File: src/hw/rtl/lslf_pkg.sv
// shared constants, widths and status codes for the least squares line fit
package lslf_pkg;

   // point capacity and derived widths
   localparam int MAX_POINTS = 64;
   localparam int CW         = $clog2(MAX_POINTS + 1);   // point count
   localparam int AW         = $clog2(MAX_POINTS);       // point store address
   localparam int CW_IN      = 16;                       // coordinate width
   localparam int SXW        = CW_IN + CW;               // sum_x, sum_y
   localparam int SXXW       = 2 * CW_IN + CW;           // sum_xx, sum_xy

   // shared multiplier operand and product widths
   localparam int MAW = SXXW + 1;
   localparam int MBW = SXW + 1;
   localparam int PW  = MAW + MBW;

   // solve terms, divider numerator and results
   localparam int TW      = PW + 1;             // det, slope and intercept numerators
   localparam int FRAC    = 16;                 // fraction bits of slope and intercept
   localparam int NW      = TW + FRAC;          // divider numerator magnitude
   localparam int OW      = 48;                 // result field width
   localparam int SLO     = 23;                 // low slice of slope for the residual
   localparam int EW      = 64;                 // residual error width
   localparam int EHW     = 20;                 // half of the squared error operand
   localparam int ACCW    = 4 * EHW + 1;        // squared error sum incl. saturation bit
   localparam int RES_LSB = 32;                 // residual = sum >> 32

   // status codes
   localparam logic [1:0] ST_OK       = 2'd0;
   localparam logic [1:0] ST_SINGULAR = 2'd1;
   localparam logic [1:0] ST_OVERFLOW = 2'd2;

endpackage

File: src/hw/rtl/lslf_mul.sv
// shared signed multiplier with registered product
module lslf_mul
   import lslf_pkg::*;
(
   input  logic                 clock,
   input  logic signed [MAW-1:0] op_a,
   input  logic signed [MBW-1:0] op_b,
   output logic signed [PW-1:0]  prod
);

   logic signed [PW-1:0] prod_ff;
   logic signed [PW-1:0] prod_in;

   // product of the selected operands
   assign prod_in = PW'(op_a) * PW'(op_b);

   always_ff @(posedge clock) begin
      prod_ff <= prod_in;
   end

   assign prod = prod_ff;

endmodule

File: config.mk
export PLATFORM = sky130hd
export DESIGN_NAME = lslf_mul
export DESIGN_NICKNAME = d
export VERILOG_FILES = /design/src/hw/rtl/lslf_pkg.sv /design/src/hw/rtl/lslf_mul.sv
export SDC_FILE = /design/constraint.sdc
export NUM_CORES = 2
export LEC_CHECK = 0
export ABC_AREA = 1
export BUFFER_PORTS_ARGS = -buffer_cell sky130_fd_sc_hd__buf_2
export CORE_MARGIN = 2
export CORE_UTILIZATION = 60
export DETAILED_ROUTE_END_ITERATION = 16
export PLACE_DENSITY = 0.88
export SLEW_MARGIN = 30
export SYNTH_ARGS = -nofsm -noshare
export SYNTH_HDL_FRONTEND = slang
export SYNTH_SLANG_ARGS = --single-unit
File: constraint.sdc
create_clock -name clock -period 7.68 [get_ports clock]
set_clock_uncertainty 0.1 [all_clocks]
set_input_delay 1.536 -clock clock [delete_from_list [all_inputs] [get_ports clock]]
set_output_delay 1.536 -clock clock [all_outputs]
set_load 0.02 [all_outputs]
==> impl_metrics.env <==
export IMPL_worst_path_most_repeated_cell="fa_1"
export IMPL_end_kind="register"
export IMPL_grt_pass1_wl_um=173000
export IMPL_period_needed_ps=7510
export IMPL_finalSetupViolations=0
export IMPL_hold_viol=0
export IMPL_area_delta_synth_final_pct=10.7
export IMPL_cp_max_fo=23
export IMPL_ctsResizeCount=0
export IMPL_min_path_cells=4
export IMPL_cts_root_buf="clkbuf_16"
export IMPL_die_w_um=252
export IMPL_wl_per_cell_um=17.9
export IMPL_ant_nets=0
export IMPL_cp_slowest_cell="fa_1"
export IMPL_synth_cell_area_um2=36800
export IMPL_cp_cell_sequence="buf_2 -> nand2_1 -> fa_1 -> inv_1 -> fa_1 -> inv_1 -> fa_1 -> inv_1 -> fa_1 -> fa_1 -> fa_1 -> inv_1 -> fa_1 -> inv_1 -> ha_1 -> nand2_1 -> nor2_1 -> nand2_2 -> nor2_2 -> nand2_1 -> nand2_2 -> nand2_1 -> nand3_1 -> nand2_1"
export IMPL_hp_start="op_a[0]"
export IMPL_max_stage_delay_ps=570
export IMPL_grt_pass1_vias=34200
export IMPL_layout_drive_gt1_share_pct=10.6
export IMPL_finalSetupTns_ps=0
export IMPL_post_dp_hpwl_um=91400
export IMPL_first_iter_violations=2643
export IMPL_synth_top_area_share_pct=52.2
export IMPL_drc=0
export IMPL_syn_instance_count=4778
export IMPL_clkTransAtPathRegs_ps=60
export IMPL_avgSynthCellArea_um2=7.70
export IMPL_numCtsBuffers=9
export IMPL_path_class="in -> reg"
export IMPL_clock_fmax_mhz=133
export IMPL_start_util_pct=60.8
export IMPL_critPathArrivalTime_ps=7640
export IMPL_vias=30700
export IMPL_grt_max_degree=41
export IMPL_final_common_cell="inv_1"
export IMPL_startpoint_type="primary input"
export IMPL_placed_cell_area_um2=40300
export IMPL_worst_pin_slew_ps=901
export IMPL_min_period_over_period_pct=97.8
export IMPL_vias_per_cell=5.28
export IMPL_wl_um=104000
export IMPL_finish_instance_area_um2=40700
export IMPL_dp_slack_ps=-232
export IMPL_die_h_um=252
export IMPL_synth_nets=5968
export IMPL_synth_area_leaders="fa_1 (52%), inv_1 (16%), nand2_1 (15%)"
export IMPL_yosysTopAreaCell="fa_1"
export IMPL_largest_reg_flops=64
export IMPL_die_area_um2=63300
export IMPL_cts_htree_levels=3
export IMPL_status="complete, no violations"
export IMPL_synth_cell_types=30
export IMPL_nets=6210
export IMPL_grt_overflow=0
export IMPL_required_ps=7810
export IMPL_cts_num_sinks=64
export IMPL_cts_tree="built"
export IMPL_maxSlewViolCount=0
export IMPL_relSlewSlack_pct=39.9
export IMPL_postCtsHoldBufs=0
export IMPL_ios=129
export IMPL_layout_setup_ws_ps=171
export IMPL_ys_seq_elements=64
export IMPL_synth_seq_area_share_pct=3.48
export IMPL_row_count=90
export IMPL_gp_congestion=1.01
export IMPL_hold_class="in -> reg"
export IMPL_drt_pass1_iter_count=9
export IMPL_final_cell_mix="inv_1 (1,564), nand2_1 (1,448), fa_1 (956)"
export IMPL_post_cts_buffers=0
export IMPL_synth_warning_count=0
export IMPL_antenna_found_initial=10
export IMPL_fp_coreArea_um2=60500
export IMPL_track_usage_pct=34.9
export IMPL_holdPathEnd="prod[0]"
export IMPL_portBuffers=128
export IMPL_cts_buffer_depth=2
export IMPL_cap_violations=0
==> stage by stage <==
stage                     hold slack (ps)  utilization [%]  cells
final                                1620             67.3   5819
after floorplan                      1530                -   4778
after global placement               1850             66.6   5791
after CTS                            1600             67.2   5807
after detailed placement             1850             66.6   5791
after global routing                 1630             67.3   5814
==> cells in the mapped netlist, drive strengths merged <==
master  instances
a21oi          54
and2            3
and3            3
buf             1
clkbuf        175
dfxtp          64
fa            959
ha            166
inv          1570
nand2        1477
nand3          69
nand4          23
nor2          134
nor3            9
nor4            4
o21a            1
o21ai           8
o21bai         12
or2             9
xnor2           5
xor2           32
==> metal layers <==
layer / vias up / share of wire [%] / track usage, % / wire, µm
met5: - / 0.0096 / 0 / 10
met4: 2 / 7.3 / 20.5 / 7570
met3: 513 / 8.2 / 5.40 / 8510
met2: 1657 / 50 / 61.2 / 52200
met1: 15100 / 35 / 40.9 / 36100
li1: 13500 / - / - / -
==> how the worst max path moves through the flow <==
stage | to | slack [ps] | start | depth (start not counted)
6_report | prod[33] | 170 | op_b[17] | 24
5_1_grt | prod[56] | -30 | op_b[1] | 23
4_1_cts | prod[58] | 120 | op_b[6] | 24
3_5_place_dp | prod[58] | -230 | op_b[6] | 24
3_3_place_gp | prod[58] | -150 | op_b[6] | 24
2_1_floorplan | prod[63] | 300 | op_b[0] | 22
==> area by class of cell <==
class / instances / area (µm²)
well taps: 782 / 978
flip-flops and latches: 64 / 1280
inverters: 1570 / 5890
repair buffers: 407 / 3200
diodes: 12 / 30.0
fillers: 4548 / 19700
multi-input cells: 2968 / 29000
clock inverters: 6 / 92.6
clock buffers: 10 / 239
==> worst max-delay path, delay by kind of cell <==
family	cells	cell delay (ps)
adder cells (fa/ha/maj)	8	3940
AND/OR/NAND/NOR	10	1370
buffers and inverters	6	780
==> logic make-up after synthesis <==
| logic type | synth area share (%) |
|---|---|
| compound gates | 1.11 |
| simple gates | 18.9 |
| fa+ha+maj | 57.8 |
| buf+inv | 17.8 |
| xor+xnor | 0.881 |
| flops | 3.48 |
Power is not shown: default switching activity piles up to over one toggle a cycle in this logic, so the estimate is an artifact.
