### src/hw/rtl/lslf_ram.sv
// generic single write port ram with registered read
module lslf_ram #(
   parameter int WIDTH = 32,
   parameter int DEPTH = 64
) (
   input  logic                     clock,
   input  logic                     we,
   input  logic [$clog2(DEPTH)-1:0] waddr,
   input  logic [WIDTH-1:0]         wdata,
   input  logic [$clog2(DEPTH)-1:0] raddr,
   output logic [WIDTH-1:0]         rdata
);

   logic [WIDTH-1:0] mem_ff [DEPTH];

   // write port and registered read port
   always_ff @(posedge clock) begin
      if (we) begin
         mem_ff[waddr] <= wdata;
      end
      rdata <= mem_ff[raddr];
   end

endmodule

### config.mk
export PLATFORM = sky130hd
export DESIGN_NAME = lslf_ram
export DESIGN_NICKNAME = d
export VERILOG_FILES = /design/src/hw/rtl/lslf_ram.sv
export SDC_FILE = /design/constraint.sdc
export NUM_CORES = 2
export LEC_CHECK = 0
export BUFFER_PORTS_ARGS = -buffer_cell sky130_fd_sc_hd__buf_2
export CORE_MARGIN = 3
export CORE_UTILIZATION = 33
export CTS_BUF_LIST = sky130_fd_sc_hd__clkbuf_8
export DETAILED_ROUTE_END_ITERATION = 10
export GPL_TIMING_DRIVEN = 0
export HOLD_SLACK_MARGIN = 0.03
export PLACE_DENSITY = 0.47
export REMOVE_ABC_BUFFERS = 1
export SLEW_MARGIN = 10
export SYNTH_ARGS = -nofsm -noshare
export SYNTH_HDL_FRONTEND = slang
export SYNTH_SLANG_ARGS = --single-unit
export TNS_END_PERCENT = 50
### constraint.sdc
create_clock -name clock -period 3.2 [get_ports clock]
set_input_delay 0.32 -clock clock [delete_from_list [all_inputs] [get_ports clock]]
set_output_delay 0.32 -clock clock [all_outputs]
set_load 0.02 [all_outputs]
==> flow_summary_export.csv <==
group,metric,value,unit
floorplanning,initial_utilization,33.3,%
global_routing,globalRoute.totalOverflow,0,
critical_path,path_common_cell,"buf_16",
power_and_ir_drop,seqPwrFrac,55.7,%
clock_network,clk_latency,1.02,ns
clock_network,cts_buffer_depth,4,
sta,finalCritPeriodShare,98.2,%
clock_network,numCtsBuffers,350,
power_and_ir_drop,irDropWorstVdd,0.417,mV
drt,wl_met1,94500,µm
sta,fin_hold_ws,0.126,ns
power_and_ir_drop,p_leak,28.8,nW
flow_run,cap_violations,0,
drt,wl_per_cell,30.2,µm
sta,min_period,3.14,ns
synthesis,synth-seq-cells,2080,
synthesis,ys_top_cells_by_count,"edfxtp_1 (2,048), mux4_2 (544), nor2_1 (137), mux2i_1 (93), o22ai_1 (84)",
drt,drc_errors,0,
floorplanning,io_pins,78,
clock_network,path_clk_slew,0.06,ns
synthesis,netlist_area,78500,µm²
global_routing,grt_first_pass_wirelength,303000,µm
floorplanning,die_w,494,µm
global_routing,track_usage,17.6,%
placed_design,place.gp.congestion,0.718,
critical_path,cp_cell_sequence,"buf_8 -> buf_16 -> buf_16 -> nor2b_1 -> a22oi_1 -> and3_1 -> o32ai_1 -> nor3_1",
critical_path,required,3.95,ns
drt,dr_wl_met3,14600,µm
synthesis,synth_area_leader_cell,"edfxtp_1",
critical_path,crit_slowest_cell,"o32ai_1",
clock_network,h-tree-depth,5,
power_and_ir_drop,combPwrFrac,5.6,%
drt,drt_wl_total,216000,µm
synthesis,yosys_warnings,0,
synthesis,synthCells,3324,
sta,hold_violations,0,
critical_path,crit_family,"simple AND/OR/NAND/NOR gates",
clock_network,clock_sinks,2080,
clock_network,cts_root_buf,"clkbuf_8",
clock_network,postCtsSetupRepairBufs,0,
sta,setup_viol,0,
power_and_ir_drop,p_sw,12.4,mW
drt,vias_per_cell,5.17,
power_and_ir_drop,p_int,41.9,mW
min_path,min_path_type,"input pin to flop",
synthesis,syn_avg_cell_area,23.6,µm²
critical_path,critPathMaxStageDelay,0.96,ns
global_routing,grt_max_degree,80,
synthesis,synth_cell_types,34,
sta,worstMarginPinSlew,1.24,ns
synthesis,synth_top_area_share,78.3,%
drt,dr_wl_met2,101000,µm
synthesis,yosysMostFrequentCell,"edfxtp_1",
global_routing,first_global_vias,38400,
placed_design,dp.cells,6504,
drt,vias,37000,
synthesis,synthFlopType,"edfxtp_1",
sta,rsz0062_at_grt,"false",
synthesis,netlist_top_cells_area,"edfxtp_1 (78%), mux4_2 (16%), mux2i_1 (1.2%)",
outcome,outcome,"complete, no violations",
synthesis,async_reset_ff_share,0,%
drt,drtPass1Iterations,7,
sta,relSlewSlack,17.0,%
drt,drt_iter0_markers,3668,
sta,fin_ws,0.0580,ns
critical_path,crit_path_end_kind,"flop",
power_and_ir_drop,p_sw_share,22.9,%
floorplanning,coreArea,236000,µm²
placed_design,port_buffers,77,
cells_and_area,nFillCells,21000,
cells_and_area,drive_gt1_share,31.0,%
drt,dr.max_layer_used,"met5",
synthesis,synth_edf_count,2048,
global_routing,antenna_found_initial,24,
power_and_ir_drop,clock_power_share,38.7,%
critical_path,cp.arrival,3.89,ns
critical_path,crit_buf_inv,3,
critical_path,startpoint_type,"input pin",
cells_and_area,final_net_count,3788,
cells_and_area,areaGrowthSynthToFinish,17.6,%
drt,ant_nets,0,
power_and_ir_drop,p_per_area,588,nW/µm²
cells_and_area,stdcell_count,7161,
power_and_ir_drop,power,54.3,mW
placed_design,placed_cell_area,85700,µm²
critical_path,worstSetupPathType,"input pin to flop",
sta,fin_skew,0.0611,ns
clock_network,cts_tree,"yes",
synthesis,ys_seq_area_share,79.1,%
sta,slew_violations,0,
placed_design,hpwl,131000,µm
critical_path,critical_path.max_fanout,69,
placed_design,dpl_worst_slack,-1.88,ns
floorplanning,die_h,494,µm
sta,fmaxAchievable,0.318,GHz
floorplanning,dieArea,244000,µm²
floorplanning,fp-row-count,178,
cells_and_area,fin_area,92300,µm²
==> final timing paths <==
check | start | to | slack [ns] | cells past startpoint
max | raddr[1] | rdata[8] | 0.06 | 8
min | wdata[17] | mem_ff[35][17] | 0.13 | 1
max reg2reg | mem_ff[36][8] | rdata[8] | 0.49 | 5
min reg2reg | mem_ff[61][14] | rdata[14] | 0.94 | 4
==> power groups by stage <==
| stage | combinational (mW) | clock (mW) | sequential (mW) |
|---|---|---|---|
| finish | 3.04 | 21.0 | 30.2 |
| global placement | 3.69 | 0 | 30.8 |
| detailed placement | 3.01 | 0 | 30.8 |
| floorplan | 1.12 | 0 | 30.9 |
| CTS | 3.07 | 21.7 | 30.2 |
| global route | 3.23 | 22.9 | 30.2 |
==> placed cells by master, fill, tap and decap left out, drive strengths merged, types with 2 or more instances in the layout <==
| cell type | instances |
|---|---|
| a21oi | 62 |
| a22oi | 12 |
| o221ai | 27 |
| nand2b | 8 |
| and3 | 4 |
| or2 | 3 |
| diode | 17 |
| inv | 138 |
| bufinv | 2 |
| edfxtp | 2048 |
| dlygate4sd3 | 32 |
| dfxtp | 32 |
| nor3 | 7 |
| clkbuf | 365 |
| nand3 | 5 |
| a311oi | 8 |
| nor2b | 15 |
| clkinvlp | 4 |
| mux2i | 93 |
| o22ai | 84 |
| nand3b | 5 |
| buf | 212 |
| nand4 | 2 |
| bufbuf | 3 |
| mux4 | 544 |
| and2 | 2 |
| or3 | 3 |
| clkinv | 96 |
| nand2 | 26 |
| o32ai | 4 |
| a41o | 4 |
| nor2 | 137 |
| or3b | 5 |
==> sequential cells by signal, summed over array words and instances (netlist names) <==
name / cells
mem_ff: 2048
rdata: 32
==> through the flow <==
step,util [%],TNS (ns)
finish,39.1,0
global route,39.1,0
CTS,39.0,0
detailed placement,36.3,-36.12
global placement,34.7,-4458.50
floorplan,-,-7.94
==> cells by family (layout without fill, tap and decap cells) <==
family / count (synthesis) / in the layout / share of synthesized area (%)
flip-flops: 2080 / 2080 / 79.1
AND/OR/NAND/NOR: 223 / 223 / 1.27
buffers and inverters: 182 / 852 / 1.13
other: 0 / 17 / 0
AO/OA/AOI/OAI: 202 / 202 / 1.67
multiplexers: 637 / 637 / 16.8
==> final cells by class <==
| type | count | area, µm² | share of cell area (%) |
|---|---|---|---|
| clock inverters | 240 | 1000 | 1.09 |
| multi-input cells | 1062 | 16100 | 17.4 |
| flip-flops and latches | 2080 | 62100 | 67.3 |
| well taps | 3150 | 3940 | 4.27 |
| repair buffers | 248 | 4080 | 4.42 |
| clock buffers | 364 | 5010 | 5.43 |
| diodes | 17 | 42.5 | 0.0461 |
==> metal layers <==
layer	vias up	track usage, %
met5	-	0
met4	4	4.82
met3	365	3.56
met2	1279	27.3
met1	20200	25.2
li1	15200	-
==> worst reg2reg max path, delay by kind of cell (launching register included) <==
family	cells	cell delay (ns)
DFF	1	0.37
muxes	2	0.59
AOI/OAI and AO/OA	1	1.03
and+or+nand+nor	2	0.47
==> timing repair <==
action,4_1_cts,5_1_grt
endpoints found under the hold margin,569,1280
resized for setup,13,4
setup endpoints to repair,16,9
hold buffers,12,20
cloned,3,1
Power figures use the tool's default switching activity.
