<file path="src/hw/rtl/lslf_pkg.sv">
// shared constants, widths and status codes for the least squares line fit
package lslf_pkg;

   // point capacity and derived widths
   localparam int MAX_POINTS = 64;
   localparam int CW         = $clog2(MAX_POINTS + 1);   // point count
   localparam int AW         = $clog2(MAX_POINTS);       // point store address
   localparam int CW_IN      = 16;                       // coordinate width
   localparam int SXW        = CW_IN + CW;               // sum_x, sum_y
   localparam int SXXW       = 2 * CW_IN + CW;           // sum_xx, sum_xy

   // shared multiplier operand and product widths
   localparam int MAW = SXXW + 1;
   localparam int MBW = SXW + 1;
   localparam int PW  = MAW + MBW;

   // solve terms, divider numerator and results
   localparam int TW      = PW + 1;             // det, slope and intercept numerators
   localparam int FRAC    = 16;                 // fraction bits of slope and intercept
   localparam int NW      = TW + FRAC;          // divider numerator magnitude
   localparam int OW      = 48;                 // result field width
   localparam int SLO     = 23;                 // low slice of slope for the residual
   localparam int EW      = 64;                 // residual error width
   localparam int EHW     = 20;                 // half of the squared error operand
   localparam int ACCW    = 4 * EHW + 1;        // squared error sum incl. saturation bit
   localparam int RES_LSB = 32;                 // residual = sum >> 32

   // status codes
   localparam logic [1:0] ST_OK       = 2'd0;
   localparam logic [1:0] ST_SINGULAR = 2'd1;
   localparam logic [1:0] ST_OVERFLOW = 2'd2;

endpackage

</file>
<file path="src/hw/rtl/lslf_div.sv">
// restoring divider, one quotient bit per cycle, saturated 48-bit signed quotient
module lslf_div
   import lslf_pkg::*;
(
   input  logic                 clock,
   input  logic                 reset,
   input  logic                 start,
   input  logic signed [TW-1:0] num,
   input  logic [TW-2:0]        den,
   output logic                 done,
   output logic signed [OW-1:0] quot
);

   localparam int NCW = $clog2(NW);

   logic           run_ff, run_in;
   logic           fin_ff, fin_in;
   logic [NCW-1:0] cnt_ff, cnt_in;
   logic           neg_ff, neg_in;
   logic [NW-1:0]  mag_ff, mag_in;
   logic [TW-2:0]  rem_ff, rem_in;
   logic [NW-1:0]  q_ff, q_in;
   logic [TW-2:0]  den_ff, den_in;

   logic [TW-1:0]  abs_num;
   logic [TW-1:0]  r2;
   logic [TW-1:0]  diff;
   logic           ge;
   logic           q_hi_pos;
   logic           q_over_neg;
   logic [OW-1:0]  q_neg;

   // one shift and subtract step
   always_comb begin
      abs_num = num[TW-1] ? TW'(-num) : TW'(num);
      r2      = {rem_ff, mag_ff[NW-1]};
      diff    = r2 - {1'b0, den_ff};
      ge      = (r2 >= {1'b0, den_ff});

      run_in = run_ff;
      fin_in = 1'b0;
      cnt_in = cnt_ff;
      neg_in = neg_ff;
      mag_in = mag_ff;
      rem_in = rem_ff;
      q_in   = q_ff;
      den_in = den_ff;

      if (start) begin
         run_in = 1'b1;
         cnt_in = '0;
         neg_in = num[TW-1];
         mag_in = {abs_num, {FRAC{1'b0}}};
         rem_in = '0;
         q_in   = '0;
         den_in = den;
      end else if (run_ff) begin
         mag_in = {mag_ff[NW-2:0], 1'b0};
         rem_in = ge ? diff[TW-2:0] : r2[TW-2:0];
         q_in   = {q_ff[NW-2:0], ge};
         cnt_in = cnt_ff + 1'b1;
         if (cnt_ff == NCW'(NW - 1)) begin
            run_in = 1'b0;
            fin_in = 1'b1;
         end
      end
   end

   always_ff @(posedge clock) begin
      if (reset) begin
         run_ff <= 1'b0;
         fin_ff <= 1'b0;
      end else begin
         run_ff <= run_in;
         fin_ff <= fin_in;
      end
      cnt_ff <= cnt_in;
      neg_ff <= neg_in;
      mag_ff <= mag_in;
      rem_ff <= rem_in;
      q_ff   <= q_in;
      den_ff <= den_in;
   end

   // sign and saturation of the finished quotient
   always_comb begin
      q_hi_pos   = |q_ff[NW-1:OW-1];
      q_over_neg = (|q_ff[NW-1:OW]) || (q_ff[OW-1] && (|q_ff[OW-2:0]));
      q_neg      = (~q_ff[OW-1:0]) + 1'b1;
      if (neg_ff) begin
         quot = q_over_neg ? $signed({1'b1, {(OW-1){1'b0}}}) : $signed(q_neg);
      end else begin
         quot = q_hi_pos ? $signed({1'b0, {(OW-1){1'b1}}}) : $signed(q_ff[OW-1:0]);
      end
   end

   assign done = fin_ff;

endmodule

</file>
<file path="config.mk">
export PLATFORM = sky130hd
export DESIGN_NAME = lslf_div
export DESIGN_NICKNAME = d
export VERILOG_FILES = /design/src/hw/rtl/lslf_pkg.sv /design/src/hw/rtl/lslf_div.sv
export SDC_FILE = /design/constraint.sdc
export NUM_CORES = 1
export LEC_CHECK = 0
export BUFFER_PORTS_ARGS = -buffer_cell sky130_fd_sc_hd__buf_4
export CAP_MARGIN = 0
export CORE_UTILIZATION = 40
export DETAILED_ROUTE_END_ITERATION = 6
export HOLD_SLACK_MARGIN = 0.12
export PLACE_DENSITY = 0.6
export SLEW_MARGIN = 20
export SYNTH_ARGS = -nofsm -noshare
export SYNTH_HDL_FRONTEND = slang
export SYNTH_SLANG_ARGS = --single-unit
</file>
<file path="constraint.sdc">
create_clock -name clock -period 12.8 [get_ports clock]
set_input_delay 1.92 -clock clock [delete_from_list [all_inputs] [get_ports clock]]
set_output_delay 1.92 -clock clock [all_outputs]
set_load 0.01 [all_outputs]
</file>
==> summary.md, run 1 <==
| Metric | Value |
|---|---|
| Period utilisation layout | 0.593 |
| CP Class | reg2out |
| Critical path startpoint category | flip-flop |
| Worst vdd ir | 0.0000837 V |
| Max clock buf depth | 3 |
| Worst hold start | rem_ff[25] |
| Post-DR wirelength/cell | 16.3 µm |
| Asr flop ratio synth | 0 |
| M3 GR Usage | 0.0394 |
| Yosys Warn Count | 0 |
| Die Wd | 212 µm |
| GRT Max-Usage Layer | met2 |
| Setup-failing EPs final | 0 |
| Hold Crit Class | reg2reg |
| Bufs and invs on worst path | 2 |
| RSZ-0062 raised after global routing | false |
| Design Power | 2.72 mW |
| Clock share of power | 0.394 |
| Crit. End Element | output port |
| Die H | 212 µm |
| HPWL after DPL | 32.4 mm |
| DRT antenna net count | 0 |
| Critical Path AT | 5.67 ns |
| Switching Fraction | 0.291 |
| Sequential power share | 0.387 |
| Cells along the critical path | or4_1 > or3_1 > or4_4 > or4_4 > or3_1 > o41ai_2 > and2_1 > nand2_1 > buf_4 > o311ai_0 > buf_4 |
| Routing usage on met1 | 0.280 |
| # Post-CTS Setup Buffers | 0 |
| Logic pwr share | 0.219 |
| Post_cts resized | 0 |
| Post-synth EDFFs | 130 |
| Routed vias | 15.3k |
| Int Power | 1.93 mW |
| Final hold viol count | 0 |
| I/O Pins | 181 |
| Top cell type's share of synthesized area | 0.220 |
| Status | completed |
| Initial core utilization | 0.409 |
| Post-DP Area | 19400 µm² |
| Overflow after GRT | 0 |
| Clock slew at reported path FFs | 0.06 ns |
| Post-Syn Instances | 2081 |
| Area grow syn2layout | 16.7% |
| Cell area after layout | 20700 µm² |
| Num CTS Buffers | 36 |
| Worst Path Required | 10.88 ns |
| Residual DRC | 0 |
| Port Buffers | 180 |
| Non-filler cells in the finished layout | 2797 |
| CP Max Fanout | 38 |
| Initial DRC count | 976 |
| Minimum clock period | 7.59 ns |
| Psw | 0.790 mW |
| Slowest stage cell on the critical path | and2_1 |
| Reg-to-reg startpoint | den_ff[26] |
| Rel. slew slack | 0.101 |
| Pin count of the biggest net entering global routing | 214 |
| Syn Area/Cell | 8.51 µm² |
| WL final | 45.6 mm |
| Distinct cells, synth | 65 |
| CTS sink count | 284 |
| Post-synthesis sequential area ratio | 0.394 |
| Leak Pwr | 8.56 nW |
| Final Wtd Congestion | 0.889 |
| Power per cell area | 132 nW/µm² |
| Achievable Freq | 132 MHz |
| Inst Count DP | 2728 |
| Share of post-route cells with drive strength above 1 | 0.126 |
| CTS tree | built |
| Row count | 76 |
| Synth area leader | edfxtp_1 |
| Syn_nets | 2282 |
| Mapped cell area | 17700 µm² |
| Delay-heaviest family, CP | simple AND/OR/NAND/NOR gates |
| Max Cap Violations | 0 |
| Fin nets | 2382 |
| Initial antenna violation count | 5 |
| Die area | 45100 µm² |
| Synth area leaders | edfxtp_1 22%, dfxtp_1 17%, nor2_1 6.4%, mux2i_1 5.7%, a21oi_1 5.2% |
| Fin Setup TNS | 0 ns |
| CTS H-tree depth | 2 |
| Vias in the first global route | 14.5k |
| Global-route wire length before repair | 74.3 mm |
| CTS root buf | clkbuf_16 |
| Max Slew Vio Count | 0 |
| Critical path startpoint | q_ff[22] |
| Vias/cell | 5.48 |
| #FFs+latches synth | 284 |
| Met2 usage | 0.315 |
| Clock latency on the worst-skew pair | 0.54 ns |
| Pre-antenna DRT Iters | 5 |
| Total GRT Usage | 0.202 |
| Hold-fix buffers, CTS | 0 |
| Slew of the pin with the lowest slew margin | 1.31 ns |
| Most used DFF post-synth | dfxtp_1 |
| Clock skew | 0.0220 ns |
| Worst path max stage delay | 0.87 ns |
| Placeable Area | 43400 µm² |
[cell usage after synthesis, types with 20 or more instances]
library cell and count:
inv_1 101, nor3_1 60, or3_1 33, a211oi_1 43, clkbuf_1 106, mux2i_1 100
nand3_1 33, nor4_1 20, nand4_1 27, edfxtp_1 130, nor2_1 304, a21o_1 51
nand2_1 163, ha_1 68, dfxtp_1 154, o21ai_0 102, o311ai_1 20, xnor2_1 37
xor2_1 79, a21oi_1 184
[worst reg2reg max path, delay by kind of cell (launching register included)]
family | cells | cell delay [ns]
buffers and inverters | 1 | 0.09
and+or+nand+nor | 3 | 0.93
AOI/OAI and AO/OA | 7 | 2.63
adders and majority gates | 1 | 0.28
DFF | 1 | 0.36
[cells in the final DEF, fill, tap and decap left out, drive strengths merged, types with 12 or more instances in the layout]
master	netlist	final
nand2b	12	12
edfxtp	130	130
ha	68	68
o31ai	18	18
xnor2	37	37
mux2i	100	100
o21ai	102	102
xor2	79	79
or4	12	12
o21bai	13	13
o311ai	36	36
buf	21	189
nor3	60	60
a211oi	43	43
inv	101	103
clkbuf	106	47
nand3	33	33
dfxtp	154	154
a31oi	18	18
or3	33	33
nor4	20	20
nor2	304	304
nand2	163	163
and2	12	12
a21o	51	51
a21oi	184	184
nand4	27	27
[kinds of logic after synthesis]
family	Yosys count	synth area share
AO/OA/AOI/OAI	557	0.202
multiplexers	110	0.0629
XOR/XNOR	116	0.0574
buffers and inverters	228	0.0499
adder cells (fa/ha/maj)	69	0.0492
flip-flops	284	0.394
AND/OR/NAND/NOR	717	0.184
[state kept, by name, summed over array words and instances (netlist names)]
register / count
cnt_ff: 7
den_ff: 64
done: 1
mag_ff: 65
neg_ff: 1
q_ff: 81
rem_ff: 64
run_ff: 1
[layout make-up]
| cell class | count | area [µm²] |
|---|---|---|
| antenna | 4 | 10.0 |
| clock buffer | 47 | 1020 |
| clock inverter | 18 | 248 |
| fill | 4269 | 22700 |
| inverter | 101 | 379 |
| multi-input combinational | 1569 | 9850 |
| sequential | 284 | 6990 |
| tap | 585 | 732 |
| timing repair buffer | 189 | 1440 |
[power groups by stage]
stage	clock network, mW	registers (mW)	logic (mW)
global route	1.14	1.06	0.667
finish	1.07	1.05	0.597
CTS	1.11	1.05	0.596
detailed placement	0	1.07	0.593
floorplan	0	1.06	0.429
global placement	0	1.07	0.588
[per-layer routing]
metal  up-vias  routed length, µm
met3        62               2570
met1      7189              21900
met5         -                 16
met2       341              20200
li1       7731                  -
met4         2                936
[path summary, 6_finish.rpt]
kind / endpoint / slack, ns / depth (start not counted)
setup / recovery: quot[6] / 5.21 / 11
setup reg to reg: rem_ff[63] / 8.40 / 12
hold / removal: rem_ff[25] / 0.49 / 2
hold reg to reg: rem_ff[25] / 0.49 / 2
[through the flow]
step | hold slack (ns) | setup slack [ns] | util
3_5_place_dp | 0.488 | 5.78 | 0.447
6_report | 0.493 | 5.21 | 0.477
3_3_place_gp | 0.477 | 5.88 | 0.447
2_1_floorplan | 0.453 | 6.94 | -
5_1_grt | 0.526 | 4.96 | 0.477
4_1_cts | 0.495 | 5.20 | 0.476
Power figures use the tool's default switching activity.
==> run 2: changes to the inputs <==
--- a/config.mk
+++ b/config.mk
@@ -10,7 +10,7 @@
 export CORE_UTILIZATION = 40
 export DETAILED_ROUTE_END_ITERATION = 6
 export HOLD_SLACK_MARGIN = 0.12
-export PLACE_DENSITY = 0.6
+export PLACE_DENSITY = 0.62
 export SLEW_MARGIN = 20
 export SYNTH_ARGS = -nofsm -noshare
 export SYNTH_HDL_FRONTEND = slang
==> constraint.sdc (replaced) <==
create_clock -name clock -period 6.2 [get_ports clock]
set_input_delay 0.93 -clock clock [delete_from_list [all_inputs] [get_ports clock]]
set_output_delay 0.93 -clock clock [all_outputs]
set_load 0.01 [all_outputs]
==> summary.md, run 2 (synthesis results as in run 1) <==
| Metric | Value |
|---|---|
| Status | completed (unchanged) |
| Achievable Freq | 170 MHz |
| Critical Path AT | 4.95 ns (was 5.67 ns) |
| Rel. slew slack | 0.287 (was 0.101) |
| Placeable Area | 43400 µm² (unchanged) |
| Clock skew | 0.0250 ns (was 0.0220 ns) |
| Initial DRC count | 1059 (was 976) |
| Power per cell area | 267 nW/µm² (was 132 nW/µm²) |
| Share of post-route cells with drive strength above 1 | 0.125 (was 0.126) |
| Initial core utilization | 0.409 (unchanged) |
| Area grow syn2layout | 16.5% (was 16.7%) |
| Global-route wire length before repair | 74.0 mm (was 74.3 mm) |
| WL final | 45.6 mm (about the same) |
| CTS sink count | 284 (unchanged) |
| Worst Path Required | 5.27 ns (was 10.88 ns) |
| Pre-antenna DRT Iters | 5 (unchanged) |
| Hold Crit Class | reg2reg (unchanged) |
| CTS tree | built (unchanged) |
| Fin nets | 2382 (unchanged) |
| Die H | 212 µm (unchanged) |
| Initial antenna violation count | 5 (unchanged) |
| Worst vdd ir | 0.000171 V (was 0.0000837 V) |
| Minimum clock period | 5.88 ns |
| CTS H-tree depth | 2 (unchanged) |
| Cells along the critical path | or4_1 > or3_1 > or4_4 > or4_4 > or3_1 > o41ai_2 > and2_1 > nand2_1 > buf_4 > o311ai_0 > buf_4 (unchanged) |
| Delay-heaviest family, CP | simple AND/OR/NAND/NOR gates (unchanged) |
| R2r endpoint | rem_ff[53] (was rem_ff[63]) |
| Fillers | 4283 (was 4269) |
| Biggest register | q_ff (unchanged) |
| Pin count of the biggest net entering global routing | 222 (was 214) |
| Crit. End Element | output port (unchanged) |
| Port Buffers | 180 (unchanged) |
| Worst reg-to-reg setup slack | 1.79 ns (was 8.40 ns) |
| Clock latency on the worst-skew pair | 0.55 ns (was 0.54 ns) |
| Cell area after layout | 20600 µm² (was 20700 µm²) |
| RSZ-0062 raised after global routing | false (unchanged) |
| Final Wtd Congestion | 0.914 (was 0.889) |
| Die Wd | 212 µm (unchanged) |
| Routed vias | 15.4k (was 15.3k) |
| Commonest non-fill, non-tap cell in the layout | nor2_1 (unchanged) |
| Critical path startpoint category | flip-flop (unchanged) |
| Max FFs per register | 81 (unchanged) |
| Levels on crit path | 11 (unchanged) |
| Worst path max stage delay | 0.59 ns (was 0.87 ns) |
| Post-DR wirelength/cell | 16.3 µm (about the same) |
| Design Power | 5.52 mW (was 2.72 mW) |
| # Post-CTS Setup Buffers | 0 (unchanged) |
| Bufs and invs on worst path | 2 (unchanged) |
| Clock slew at reported path FFs | 0.06 ns (about the same) |
| HPWL after DPL | 32.4 mm (about the same) |
| Overflow after GRT | 0 (unchanged) |
| Hold-fix buffers, CTS | 0 (unchanged) |
| Multi-input gate area | 9860 µm² (was 9850 µm²) |
| Fin Setup TNS | 0 ns (unchanged) |
| Hold Crit Depth | 2 (unchanged) |
| Max Cap Violations | 0 (unchanged) |
| Setup-failing EPs final | 0 (unchanged) |
| Num CTS Buffers | 35 (was 36) |
| Vias in the first global route | 14.5k (about the same) |
| Slowest stage cell on the critical path | or4_4 (was and2_1) |
| CP Class | reg2out (unchanged) |
| Slew of the pin with the lowest slew margin | 1.07 ns (was 1.31 ns) |
| I/O Pins | 181 (unchanged) |
| Worst hold start | rem_ff[25] (unchanged) |
| Sequential cell area | 6990 µm² (unchanged) |
| Row count | 76 (unchanged) |
| Vias/cell | 5.52 (was 5.48) |
| Max clock buf depth | 3 (unchanged) |
| Leak Pwr | 8.55 nW (was 8.56 nW) |
| CP Max Fanout | 38 (unchanged) |
| Final hold viol count | 0 (unchanged) |
| Reg-to-reg startpoint | den_ff[8] (was den_ff[26]) |
| Die area | 45100 µm² (unchanged) |
| Total GRT Usage | 0.200 (was 0.202) |
| Largest regs | q_ff (81), mag_ff (65) (unchanged) |
| Residual DRC | 0 (unchanged) |
| Post-DP Area | 19400 µm² (about the same) |
| Period utilisation layout | 0.949 |
| Worst Hold Path EP | rem_ff[25] (unchanged) |
| Reg2Reg Depth | 12 (unchanged) |
| CTS root buf | clkbuf_16 (unchanged) |
| Most frequent cells in the layout | 303 x nor2_1, 187 x buf_4, 184 x a21oi_1 (unchanged) |
| Max Slew Vio Count | 0 (unchanged) |
| DRT antenna net count | 0 (unchanged) |
==> run 2: cell types whose count changed in the layout (fill, tap and decap cells not counted), moves of 2 or more <==
cell	previous run	this run
bufinv_16	5	2
clkbuf_1	4	7
clkbuf_16	37	39
clkinvlp_4	4	1
diode_2	4	2
nand2_1	163	161
nand2_2	0	2
==> run 2: tightest hold or removal path, delay by kind of cell (launching register included) <==
kind               cells  cell delay [ns]
DFF                    1             0.33
and+or+nand+nor        1             0.05
AOI/OAI and AO/OA      1             0.06
==> run 2: layout make-up <==
| type | instances | share of cell area |
|---|---|---|
| multi-input combinational | 1569 | 0.478 |
| clock inverter | 13 | 0.00667 |
| inverter | 101 | 0.0184 |
| tap | 585 | 0.0355 |
| antenna | 2 | 0.000243 |
| sequential | 284 | 0.339 |
| timing repair buffer | 190 | 0.0707 |
| clock buffer | 51 | 0.0519 |
==> run 2: metal layers <==
layer,track usage,vias to the layer above,share of wire
met5,0,-,0.00075
met4,0.0647,6,0.022
met3,0.0411,77,0.060
met2,0.312,391,0.44
met1,0.276,7197,0.47
li1,-,7747,-
==> run 2: stage by stage <==
step	setup slack, ns	hold WS [ns]	cells	utilization
floorplan	1.33	0.453	2081	-
global placement	0.863	0.478	2728	0.447
detailed placement	0.804	0.485	2728	0.447
CTS	0.221	0.493	2792	0.475
global route	0.0829	0.525	2795	0.476
finish	0.317	0.490	2795	0.476
==> run 2: what timing repair did <==
item / CTS / global route
endpoints found under the setup margin: 0 / 1
gates resized for setup: 0 / 1
hold endpoints to repair: 0 / 0
==> run 2: worst max path at each step <==
stage | startpoint | slack, ns | endpoint
finish | q_ff[22] | 0.32 | quot[22]
global route | q_ff[22] | 0.08 | quot[22]
CTS | q_ff[22] | 0.22 | quot[13]
detailed placement | q_ff[22] | 0.80 | quot[23]
global placement | q_ff[22] | 0.86 | quot[23]
floorplan | q_ff[22] | 1.33 | quot[12]
==> run 2: where the power goes <==
part           internal [mW]  switching, mW
combinational          0.502          0.732
clock                   1.29          0.816
sequential              2.10         0.0712
==> run 3: changes to the inputs <==
--- a/config.mk
+++ b/config.mk
@@ -10,8 +10,8 @@
 export CORE_UTILIZATION = 40
 export DETAILED_ROUTE_END_ITERATION = 6
 export HOLD_SLACK_MARGIN = 0.12
-export PLACE_DENSITY = 0.62
-export SLEW_MARGIN = 20
+export PLACE_DENSITY = 0.6
+export SLEW_MARGIN = 10
 export SYNTH_ARGS = -nofsm -noshare
 export SYNTH_HDL_FRONTEND = slang
 export SYNTH_SLANG_ARGS = --single-unit
==> constraint.sdc (replaced) <==
create_clock -name clock -period 6.35 [get_ports clock]
set_input_delay 0.9525 -clock clock [delete_from_list [all_inputs] [get_ports clock]]
set_output_delay 0.9525 -clock clock [all_outputs]
set_load 0.01 [all_outputs]
==> summary.md, run 3 (synthesis results as in run 1) <==
| Metric | Value |
|---|---|
| Status | completed (unchanged) |
| Worst slack, placed | 0.698 ns (was 0.804 ns) |
| Biggest register | q_ff (unchanged) |
| Leak Pwr | 8.52 nW (was 8.55 nW) |
| Post-DP Area | 19400 µm² (about the same) |
| Inst Count DP | 2728 (unchanged) |
| Row count | 76 (unchanged) |
| Die area | 45100 µm² (unchanged) |
| Max clock buf depth | 3 (unchanged) |
| Area grow syn2layout | 16.2% (was 16.5%) |
| CTS H-tree depth | 2 (unchanged) |
| Largest regs | q_ff (81), mag_ff (65) (unchanged) |
| Achievable Freq | 167 MHz |
| CTS tree | built (unchanged) |
| Routed vias | 15.5k (was 15.4k) |
| Period utilisation layout | 0.945 |
| CTS sink count | 284 (unchanged) |
| CTS root buf | clkbuf_16 (unchanged) |
| Total GRT Usage | 0.205 (was 0.200) |
| Vias/cell | 5.53 (was 5.52) |
| CP Max Fanout | 25 (was 38) |
| Final hold slack | 0.495 ns (was 0.490 ns) |
| Pin count of the biggest net entering global routing | 173 (was 222) |
| Residual DRC | 0 (unchanged) |
| Max FFs per register | 81 (unchanged) |
| HPWL after DPL | 32.3 mm (was 32.4 mm) |
| Minimum clock period | 6.00 ns |
| Die Wd | 212 µm (unchanged) |
| Power per cell area | 260 nW/µm² (was 267 nW/µm²) |
| Port Buffers | 180 (unchanged) |
| Vias in the first global route | 14.7k (was 14.5k) |
| Critical path startpoint category | flip-flop (unchanged) |
| Initial DRC count | 1005 (was 1059) |
| Hold Crit Class | reg2reg (unchanged) |
| Clock slew at reported path FFs | 0.06 ns (about the same) |
| Cell area after layout | 20600 µm² (about the same) |
| Clock skew | 0.0284 ns (was 0.0250 ns) |
| Setup-failing EPs final | 0 (unchanged) |
| Worst vdd ir | 0.000160 V (was 0.000171 V) |
| Fin util | 0.475 (was 0.476) |
| Fin Setup TNS | 0 ns (unchanged) |
| Post-DR wirelength/cell | 16.5 µm (was 16.3 µm) |
| Global-route wire length before repair | 75.0 mm (was 74.0 mm) |
| RSZ-0062 raised after global routing | false (unchanged) |
| Non-filler cells in the finished layout | 2797 (was 2795) |
| Fin nets | 2382 (unchanged) |
| # Post-CTS Setup Buffers | 0 (unchanged) |
| Share of post-route cells with drive strength above 1 | 0.125 (about the same) |
| Max Cap Violations | 0 (unchanged) |
| Initial antenna violation count | 5 (unchanged) |
| Design Power | 5.36 mW (was 5.52 mW) |
| Rel. slew slack | 0.204 (was 0.287) |
| Placeable Area | 43400 µm² (unchanged) |
| Num CTS Buffers | 36 (was 35) |
| Overflow after GRT | 0 (unchanged) |
| Final Wtd Congestion | 0.924 (was 0.914) |
| Slew of the pin with the lowest slew margin | 1.16 ns (was 1.07 ns) |
| CP Class | reg2out (unchanged) |
| Worst Path Required | 5.40 ns (was 5.27 ns) |
| Die H | 212 µm (unchanged) |
| Critical Path AT | 5.05 ns (was 4.95 ns) |
| I/O Pins | 181 (unchanged) |
| DRT antenna net count | 0 (unchanged) |
| Pre-antenna DRT Iters | 5 (unchanged) |
| Hold-fix buffers, CTS | 0 (unchanged) |
| WL final | 46.1 mm (was 45.6 mm) |
| Most frequent cells in the layout | 303 x nor2_1, 187 x buf_4, 184 x a21oi_1 (unchanged) |
| Crit. End Element | output port (unchanged) |
| Commonest non-fill, non-tap cell in the layout | nor2_1 (unchanged) |
| Final hold viol count | 0 (unchanged) |
| Initial core utilization | 0.409 (unchanged) |
| Clock latency on the worst-skew pair | 0.55 ns (about the same) |
| Setup ws final | 0.352 ns (was 0.317 ns) |
| Max Slew Vio Count | 0 (unchanged) |
run 3: worst paths after layout:
| check | from | end | slack, ns | cells past startpoint |
|---|---|---|---|---|
| setup / recovery | q_ff[22] | quot[22] | 0.35 | 10 |
| setup reg to reg | den_ff[8] | rem_ff[53] | 2.04 | 12 |
| hold reg to reg | rem_ff[12] | rem_ff[13] | 0.49 | 2 |
| hold / removal | rem_ff[12] | rem_ff[13] | 0.49 | 2 |
run 3: report_power, final:
group          switching (mW)  total (mW)  internal [mW]
clock network           0.812        2.04           1.23
registers              0.0657        2.12           2.05
logic                   0.714        1.20          0.489
run 3: critical path: stages (launching register included):
cell,delay (ns)
dfxtp_1,0.36
or4_1,0.58
or3_1,0.35
or4_4,0.59
or4_4,0.53
or3_1,0.42
o41ai_2,0.29
and2_1,0.21
nand2_2,0.29
o311ai_0,0.68
buf_4,0.22
run 3: metal layers:
metal | part of all wire | GRT usage
met1 | 0.48 | 0.284
met2 | 0.44 | 0.314
met3 | 0.059 | 0.0414
met4 | 0.026 | 0.0732
met5 | 0.00020 | 0
run 3: what timing repair did:
item,in CTS,in global routing
resized for setup,0,3
endpoints found under the setup margin,0,20
hold endpoints to repair,0,0
run 3: layout make-up:
class	instances	area (µm²)
fill	4266	22800
multi-input combinational	1569	9860
sequential	284	6990
timing repair buffer	189	1440
clock buffer	51	1040
tap	585	732
inverter	101	379
clock inverter	14	141
antenna	4	10.0
